File: src/hdl/gxpe_pkg.sv
// Shared types and constants for the GF(2) XOR program evaluator.
// Used by the controller, datapath and top level; depends on nothing.
package gxpe_pkg;

  // Sizes of the entry table and its fields
  localparam int MAX_BITS    = 32;
  localparam int MAX_APPENDS = 128;
  localparam int VEC_W       = MAX_BITS;
  localparam int UNIT_W      = $clog2(MAX_BITS);
  localparam int BASE_W      = 6;
  localparam int IDX_W       = 8;
  localparam int CNT_W       = $clog2(MAX_APPENDS + 1);
  localparam int ADDR_W      = $clog2(MAX_APPENDS);
  localparam int STAT_W      = 2;

  localparam logic [BASE_W-1:0] BASE_RESET = BASE_W'(23);

  // Result status codes
  typedef enum logic [STAT_W-1:0] {
    ST_OK        = 2'd0,
    ST_BAD_INDEX = 2'd1,
    ST_NOT_FOUND = 2'd2,
    ST_FULL      = 2'd3
  } status_t;

  // Item kinds carried on the input tuser
  localparam logic KIND_APPEND = 1'b0;
  localparam logic KIND_QUERY  = 1'b1;

  // Which result the datapath loads into its output register
  typedef enum logic [2:0] {
    RES_BAD,
    RES_FULL,
    RES_UNIT,
    RES_SCAN,
    RES_MISS
  } res_sel_t;

  // Commands from controller to datapath
  typedef struct packed {
    logic     load;       // latch accepted input transaction
    logic     rd_first;   // issue memory read of the first operand
    logic     take_first; // hold the first operand vector, read the second
    logic     commit;     // write the XOR and load the append result
    logic     scan_start; // clear scan pointer, read slot 0
    logic     scan_next;  // advance scan pointer, read next slot
    logic     res_we;     // load a result chosen by res_sel
    res_sel_t res_sel;
  } cmd_t;

  // Status from datapath to controller
  typedef struct packed {
    logic is_query;
    logic bad_index;
    logic full;
    logic unit_hit;
    logic empty;
    logic scan_hit;
    logic scan_last;
  } sts_t;

endpackage

File: src/hdl/gxpe_ctrl.sv
// Sequencing state machine for the evaluator: handshakes and datapath commands.
// Depends on gxpe_pkg for the command and status structs.
module gxpe_ctrl (
  input  logic            clk,
  input  logic            rst_n,
  input  logic            in_tvalid,
  output logic            in_tready,
  output logic            out_tvalid,
  input  logic            out_tready,
  input  gxpe_pkg::sts_t  sts,
  output gxpe_pkg::cmd_t  cmd
);

  typedef enum logic [5:0] {
    S_IDLE   = 6'b000001,
    S_DECODE = 6'b000010,
    S_RD_A   = 6'b000100,
    S_RD_B   = 6'b001000,
    S_SCAN   = 6'b010000,
    S_DONE   = 6'b100000
  } state_t;

  state_t state_r, state_nxt;

  // Next state and command decode
  always_comb begin
    state_nxt   = state_r;
    cmd         = '0;
    cmd.res_sel = gxpe_pkg::RES_MISS;
    in_tready   = 1'b0;
    out_tvalid  = 1'b0;
    case (state_r)
      S_IDLE: begin
        in_tready = 1'b1;
        if (in_tvalid) begin
          cmd.load  = 1'b1;
          state_nxt = S_DECODE;
        end
      end
      S_DECODE: begin
        if (sts.is_query) begin
          if (sts.unit_hit) begin
            cmd.res_we  = 1'b1;
            cmd.res_sel = gxpe_pkg::RES_UNIT;
            state_nxt   = S_DONE;
          end else if (sts.empty) begin
            cmd.res_we  = 1'b1;
            cmd.res_sel = gxpe_pkg::RES_MISS;
            state_nxt   = S_DONE;
          end else begin
            cmd.scan_start = 1'b1;
            state_nxt      = S_SCAN;
          end
        end else if (sts.bad_index) begin
          cmd.res_we  = 1'b1;
          cmd.res_sel = gxpe_pkg::RES_BAD;
          state_nxt   = S_DONE;
        end else if (sts.full) begin
          cmd.res_we  = 1'b1;
          cmd.res_sel = gxpe_pkg::RES_FULL;
          state_nxt   = S_DONE;
        end else begin
          cmd.rd_first = 1'b1;
          state_nxt    = S_RD_A;
        end
      end
      S_RD_A: begin
        cmd.take_first = 1'b1;
        state_nxt      = S_RD_B;
      end
      S_RD_B: begin
        cmd.commit = 1'b1;
        state_nxt  = S_DONE;
      end
      S_SCAN: begin
        if (sts.scan_hit) begin
          cmd.res_we  = 1'b1;
          cmd.res_sel = gxpe_pkg::RES_SCAN;
          state_nxt   = S_DONE;
        end else if (sts.scan_last) begin
          cmd.res_we  = 1'b1;
          cmd.res_sel = gxpe_pkg::RES_MISS;
          state_nxt   = S_DONE;
        end else begin
          cmd.scan_next = 1'b1;
        end
      end
      S_DONE: begin
        out_tvalid = 1'b1;
        if (out_tready) begin
          state_nxt = S_IDLE;
        end
      end
      default: begin
        state_nxt = S_IDLE;
      end
    endcase
  end

  // Hold state
  always_ff @(posedge clk) begin
    if (!rst_n) begin
      state_r <= S_IDLE;
    end else begin
      state_r <= state_nxt;
    end
  end

endmodule

File: config.mk
export PLATFORM = sky130hd
export DESIGN_NAME = gxpe_ctrl
export DESIGN_NICKNAME = d
export VERILOG_FILES = /design/src/hdl/gxpe_pkg.sv /design/src/hdl/gxpe_ctrl.sv
export SDC_FILE = /design/constraint.sdc
export NUM_CORES = 1
export LEC_CHECK = 0
export ABC_CLOCK_PERIOD_IN_PS = 1800
export BUFFER_PORTS_ARGS = -buffer_cell sky130_fd_sc_hd__buf_4
export CAP_MARGIN = 30
export CORE_AREA = 2 2 39 41
export DETAILED_ROUTE_END_ITERATION = 8
export DIE_AREA = 0 0 41 43
export HOLD_SLACK_MARGIN = 0.12
export PLACE_DENSITY = 0.76
export SLEW_MARGIN = 10
export SYNTH_ARGS = -nofsm -noshare
export SYNTH_HDL_FRONTEND = slang
export SYNTH_SLANG_ARGS = --single-unit
File: constraint.sdc
create_clock -name clk -period 1.8 [get_ports clk]
set_clock_uncertainty 0.15 [all_clocks]
set_input_delay 0.09 -clock clk [delete_from_list [all_inputs] [get_ports clk]]
set_output_delay 0.09 -clock clk [all_outputs]
set_load 0.005 [all_outputs]
# Yosys cells after proc, flatten, opt, wreduce, memory -nomap -nowiden
# Cells that the tools add are included.
# totals
regBits	6
latch_bits	0
ram_bits	0
rom_bits	0
in_bits	11
output_inout_bits	12
word_cells	46
mem_count	0
# classes
addsub	0
mul	0
div	0
n_lt_le_gt_ge	0
n_eq_ne	9
n_shift	0
mux	35
bitwise	0
n_reduce_logical	1
# ops
op	n
6-bit 2-to-1 mux	9
6-bit one-hot mux with 6 select lines	1
4-bit 2-to-1 mux	7
1-bit 2-to-1 mux	17
4-bit one-hot mux with 2 select lines	1
6-bit by 1-bit equality test with 1-bit output (second input constant)	1
6-bit by 2-bit equality test with 1-bit output (second input constant)	1
6-bit by 3-bit equality test with 1-bit output (second input constant)	1
6-bit by 4-bit equality test with 1-bit output (second input constant)	1
6-bit by 5-bit equality test with 1-bit output (second input constant)	1
6-bit equality test (second input constant)	1
2-bit != test (second input constant)	2
3-bit != test (second input constant)	1
3-bit AND reduction	1

# Longest topological paths before layout
# depth
ltp_word	4
ltp_mapped	5
mapped_depth_nobuf	4

# Worst setup path before layout
# OpenSTA, ideal clock, no wires.
# synth_path
kind	reg-to-reg
startpoint	register state_r[3]
endpoint	register state_r[3]
t_arrival_ns	1.592
t_required_ns	1.518
setup_slack_ns	-0.074
path_stages_with_launch	6
synth_period_minus_slack_ns	1.874
cell_sequence	dfxtp_1 > buf_6 > or4_4 > or4b_4 > nand3_1 > nor4_1
# synth_between
elab_chain_len	3
# synth_rtl
item	line_no	source
start: declaration	gxpe_ctrl.sv:23	state_t state_r, state_nxt;
start signal: assignment	gxpe_ctrl.sv:105	state_r <= state_nxt;
6-bit by 5-bit equality test with 1-bit output, or another cell as far along	gxpe_ctrl.sv:32	case (state_r)
3-bit != test (no line) or 2-bit != test (tied branches)	-	
3-bit AND reduction (no line)	-	
# Several ways; a longest one is shown, not always the timed one.
# A chain may end at the register's enable or synchronous reset.

==> impl_results.md <==
- Worst path bufs/invs: 1
- Synth Cell Area: 474.2 µm²
- Flop and latch count out of synthesis: 6
- Core footprint: 1384 µm²
- Worst Path Required: 1.56 ns
- Non-Filler Instances: 119
- 1st-pass router iterations: 4
- Setup Crit Path Kind: reg2out
- Syn Nets: 72
- I/O pin count: 23
- DR vias/cell: 5.328
- Final hold slack: 0.2370 ns
- CTS tree: done
- Max reg flops: 6
- Sink Count: 6
- Peak Freq: 498.7 MHz
- Final setup viols: 13
- Final GP Congestion: 0.7665
- Crit path time final: 2.005 ns
- Fraction of layout cells with a size suffix above 1: 0.6117
- Reg with most FFs: state_r
- Maxcap violations: 0
- DRT antenna net count: 0
- Initial cell density of the core: 0.3427
- Tcrit/Tclk final: 1.114
- Power density over the cells: 451.7 nW/µm²
- RSZ-0062 raised after global routing: yes
- Dpl cells: 102
- Vias: 634
- Worst Path Max Fanout: 5
- Antenna cells: 0
- Largest net degree at the start of global routing: 9
- Status: finished with violations
- Static Leak: 0.4198 nW
- Vias in the first global route: 574
- Routed WL: 1.518 mm
- Comb power frac: 0.370
- Internal Power: 0.0003074 W
- Die area: 1763 µm²
- Latest clock arrival within the worst-skew pair: 0.24 ns
- Worst-path clk slew: 0.04 ns
- Most common cell after layout, fill and taps aside: buf_4
- Die height: 43 µm
- Slowest stage delay, CP: 0.55 ns
- DRC viols: 0
- Sw Ratio: 0.2698
- 1st-iter DRT viols: 13
- Synth warn: 0
- Worst path cell trace: or4_4 > or3b_4 > o21ai_2 > buf_4
- CTS Buf Count: 3
- Worst setup SP type: flip-flop
- Most frequent cells in the layout: buf_4, dlygate4sd3_1, nor2_1, nand2_1, buf_6
- Routed len/inst: 12.76 µm
- Overflow after GRT: 0
- VDD IR-drop max: 0.4507 mV
- H-tree depth: 1
- Row count: 14
- Setup TNS: -1.831 ns
- # port buffers: 22
- Synth Instances: 61
- Clk buf depth: 2
- Psw: 0.0001136 W
- Worst path slowest cell: or4_4
- Pwr Total: 0.0004211 W
- Worst-margin pin slew: 0.2998 ns
- Post-synthesis sequential area ratio: 0.2533
- Avg Cell Area, Syn: 7.774 µm²
- WP data arrival: 1.77 ns
- Total GRT Usage: 0.1970
- Initial antenna violation count: 0
- Area grow syn2layout: 96.57%
- Overall die width: 41 µm
- CP endpoint kind: primary output
- Worst hold path class: in2reg
- Final Hold Violating Endpoints: 0
- FILL cells: 121
- Max-slew headroom: 0.7976
- CP top delay family: simple AND/OR/NAND/NOR gates
- Failing checks: negative setup slack
- CTS root buffer: clkbuf_4
- Final worst setup slack: -0.2052 ns
- Flop pwr share: 0.345
- Final HPWL DP: 1.048 mm
- Final nets: 116
- Global-route wire length before repair: 2.339 mm
- Unique masters post-synth: 34
- Biggest regs: state_r (6)
- Clock share of power: 0.285
- Fin. max-slew vios: 0
worst reg2reg max path, cell delays in order (launching register included):
cell	delay, ns
dfxtp_1	0.30
or4_4	0.55
buf_4	0.15
or4b_4	0.51
nand2_1	0.08
a32oi_1	0.06
cells by family after synthesis:
group	Yosys count	share of synthesized area
compound gates	10	0.1583
flops	6	0.2533
buf+inv	7	0.08180
simple gates	37	0.4881
xor+xnor	1	0.01847
cell usage after synthesis, drive strengths merged:
cell / n / area share
nor4: 1 / 0.013
clkbuf: 2 / 0.016
o21ai: 3 / 0.032
or3b: 1 / 0.024
nand2b: 1 / 0.013
nand2: 5 / 0.040
nand4: 2 / 0.026
o21a: 1 / 0.016
or4: 2 / 0.040
a21oi: 1 / 0.011
xnor2: 1 / 0.018
and3: 1 / 0.013
o41a: 1 / 0.024
nor3: 5 / 0.053
o311ai: 1 / 0.018
and2: 1 / 0.013
nand3: 3 / 0.032
dfxtp: 6 / 0.25
buf: 3 / 0.050
a32oi: 1 / 0.018
or2: 1 / 0.013
nor2: 7 / 0.071
inv: 2 / 0.016
or3: 1 / 0.013
nor3b: 2 / 0.032
or4b: 4 / 0.092
a31oi: 2 / 0.040
timing repair:
action | in CTS | in global routing
cloned | 0 | 0
hold buffers | 6 | 0
pin swaps | 11 | 9
endpoints found under the hold margin | 5 | 0
setup buffers | 7 | 1
endpoints found under the setup margin | 13 | 17
resized for setup | 13 | 11
final cells by class:
type | count | area, µm² | area share
clock buffers | 3 | 22.52 | 0.02416
repair buffers | 44 | 364.1 | 0.3906
well taps | 16 | 20.02 | 0.02148
inverters | 2 | 7.507 | 0.008054
flip-flops and latches | 6 | 122.6 | 0.1315
multi-input cells | 48 | 395.4 | 0.4242
final timing paths:
| path | depth (start not counted) | slack (ns) | start | endpoint |
|---|---|---|---|---|
| worst max-delay path | 4 | -0.21 | state_r[3]$_SDFFE_PN0P_ | cmd[1] |
| worst min-delay path | 5 | 0.24 | sts[0] | state_r[5]$_SDFFE_PN0P_ |
| worst max register to register | 5 | -0.12 | state_r[3]$_SDFFE_PN0P_ | state_r[0]$_SDFFE_PN1P_ |
| worst min register to register | 2 | 0.43 | state_r[1]$_SDFFE_PN0P_ | state_r[3]$_SDFFE_PN0P_ |
metal layers:
| metal | wire [µm] | track usage | part of all wire |
|---|---|---|---|
| met3 | 81 | 0.09948 | 0.053 |
| met2 | 826 | 0.3250 | 0.54 |
| met1 | 610 | 0.2161 | 0.40 |
| met5 | 0 | 0 | 0 |
| met4 | 0 | 0.04000 | 0 |
through the flow:
stage	setup slack, ns	cell area, µm²	util
after floorplan	-0.06026	479.2	-
after global placement	0.02861	693.2	0.5009
after detailed placement	-0.001747	693.2	0.5009
after CTS	-0.2435	880.8	0.6365
after global routing	-0.2869	932.1	0.6736
final	-0.2052	932.1	0.6736
power by group through the flow:
stage          Sequential, W  Combinational [W]  Clock (W)
2_1_floorplan       0.000146          0.0000520          0
3_3_place_gp        0.000146           0.000106          0
3_5_place_dp        0.000146           0.000109          0
4_1_cts             0.000144           0.000146   0.000125
5_1_grt             0.000146           0.000168   0.000139
6_report            0.000145           0.000156   0.000120
Power figures use the tool's default switching activity.
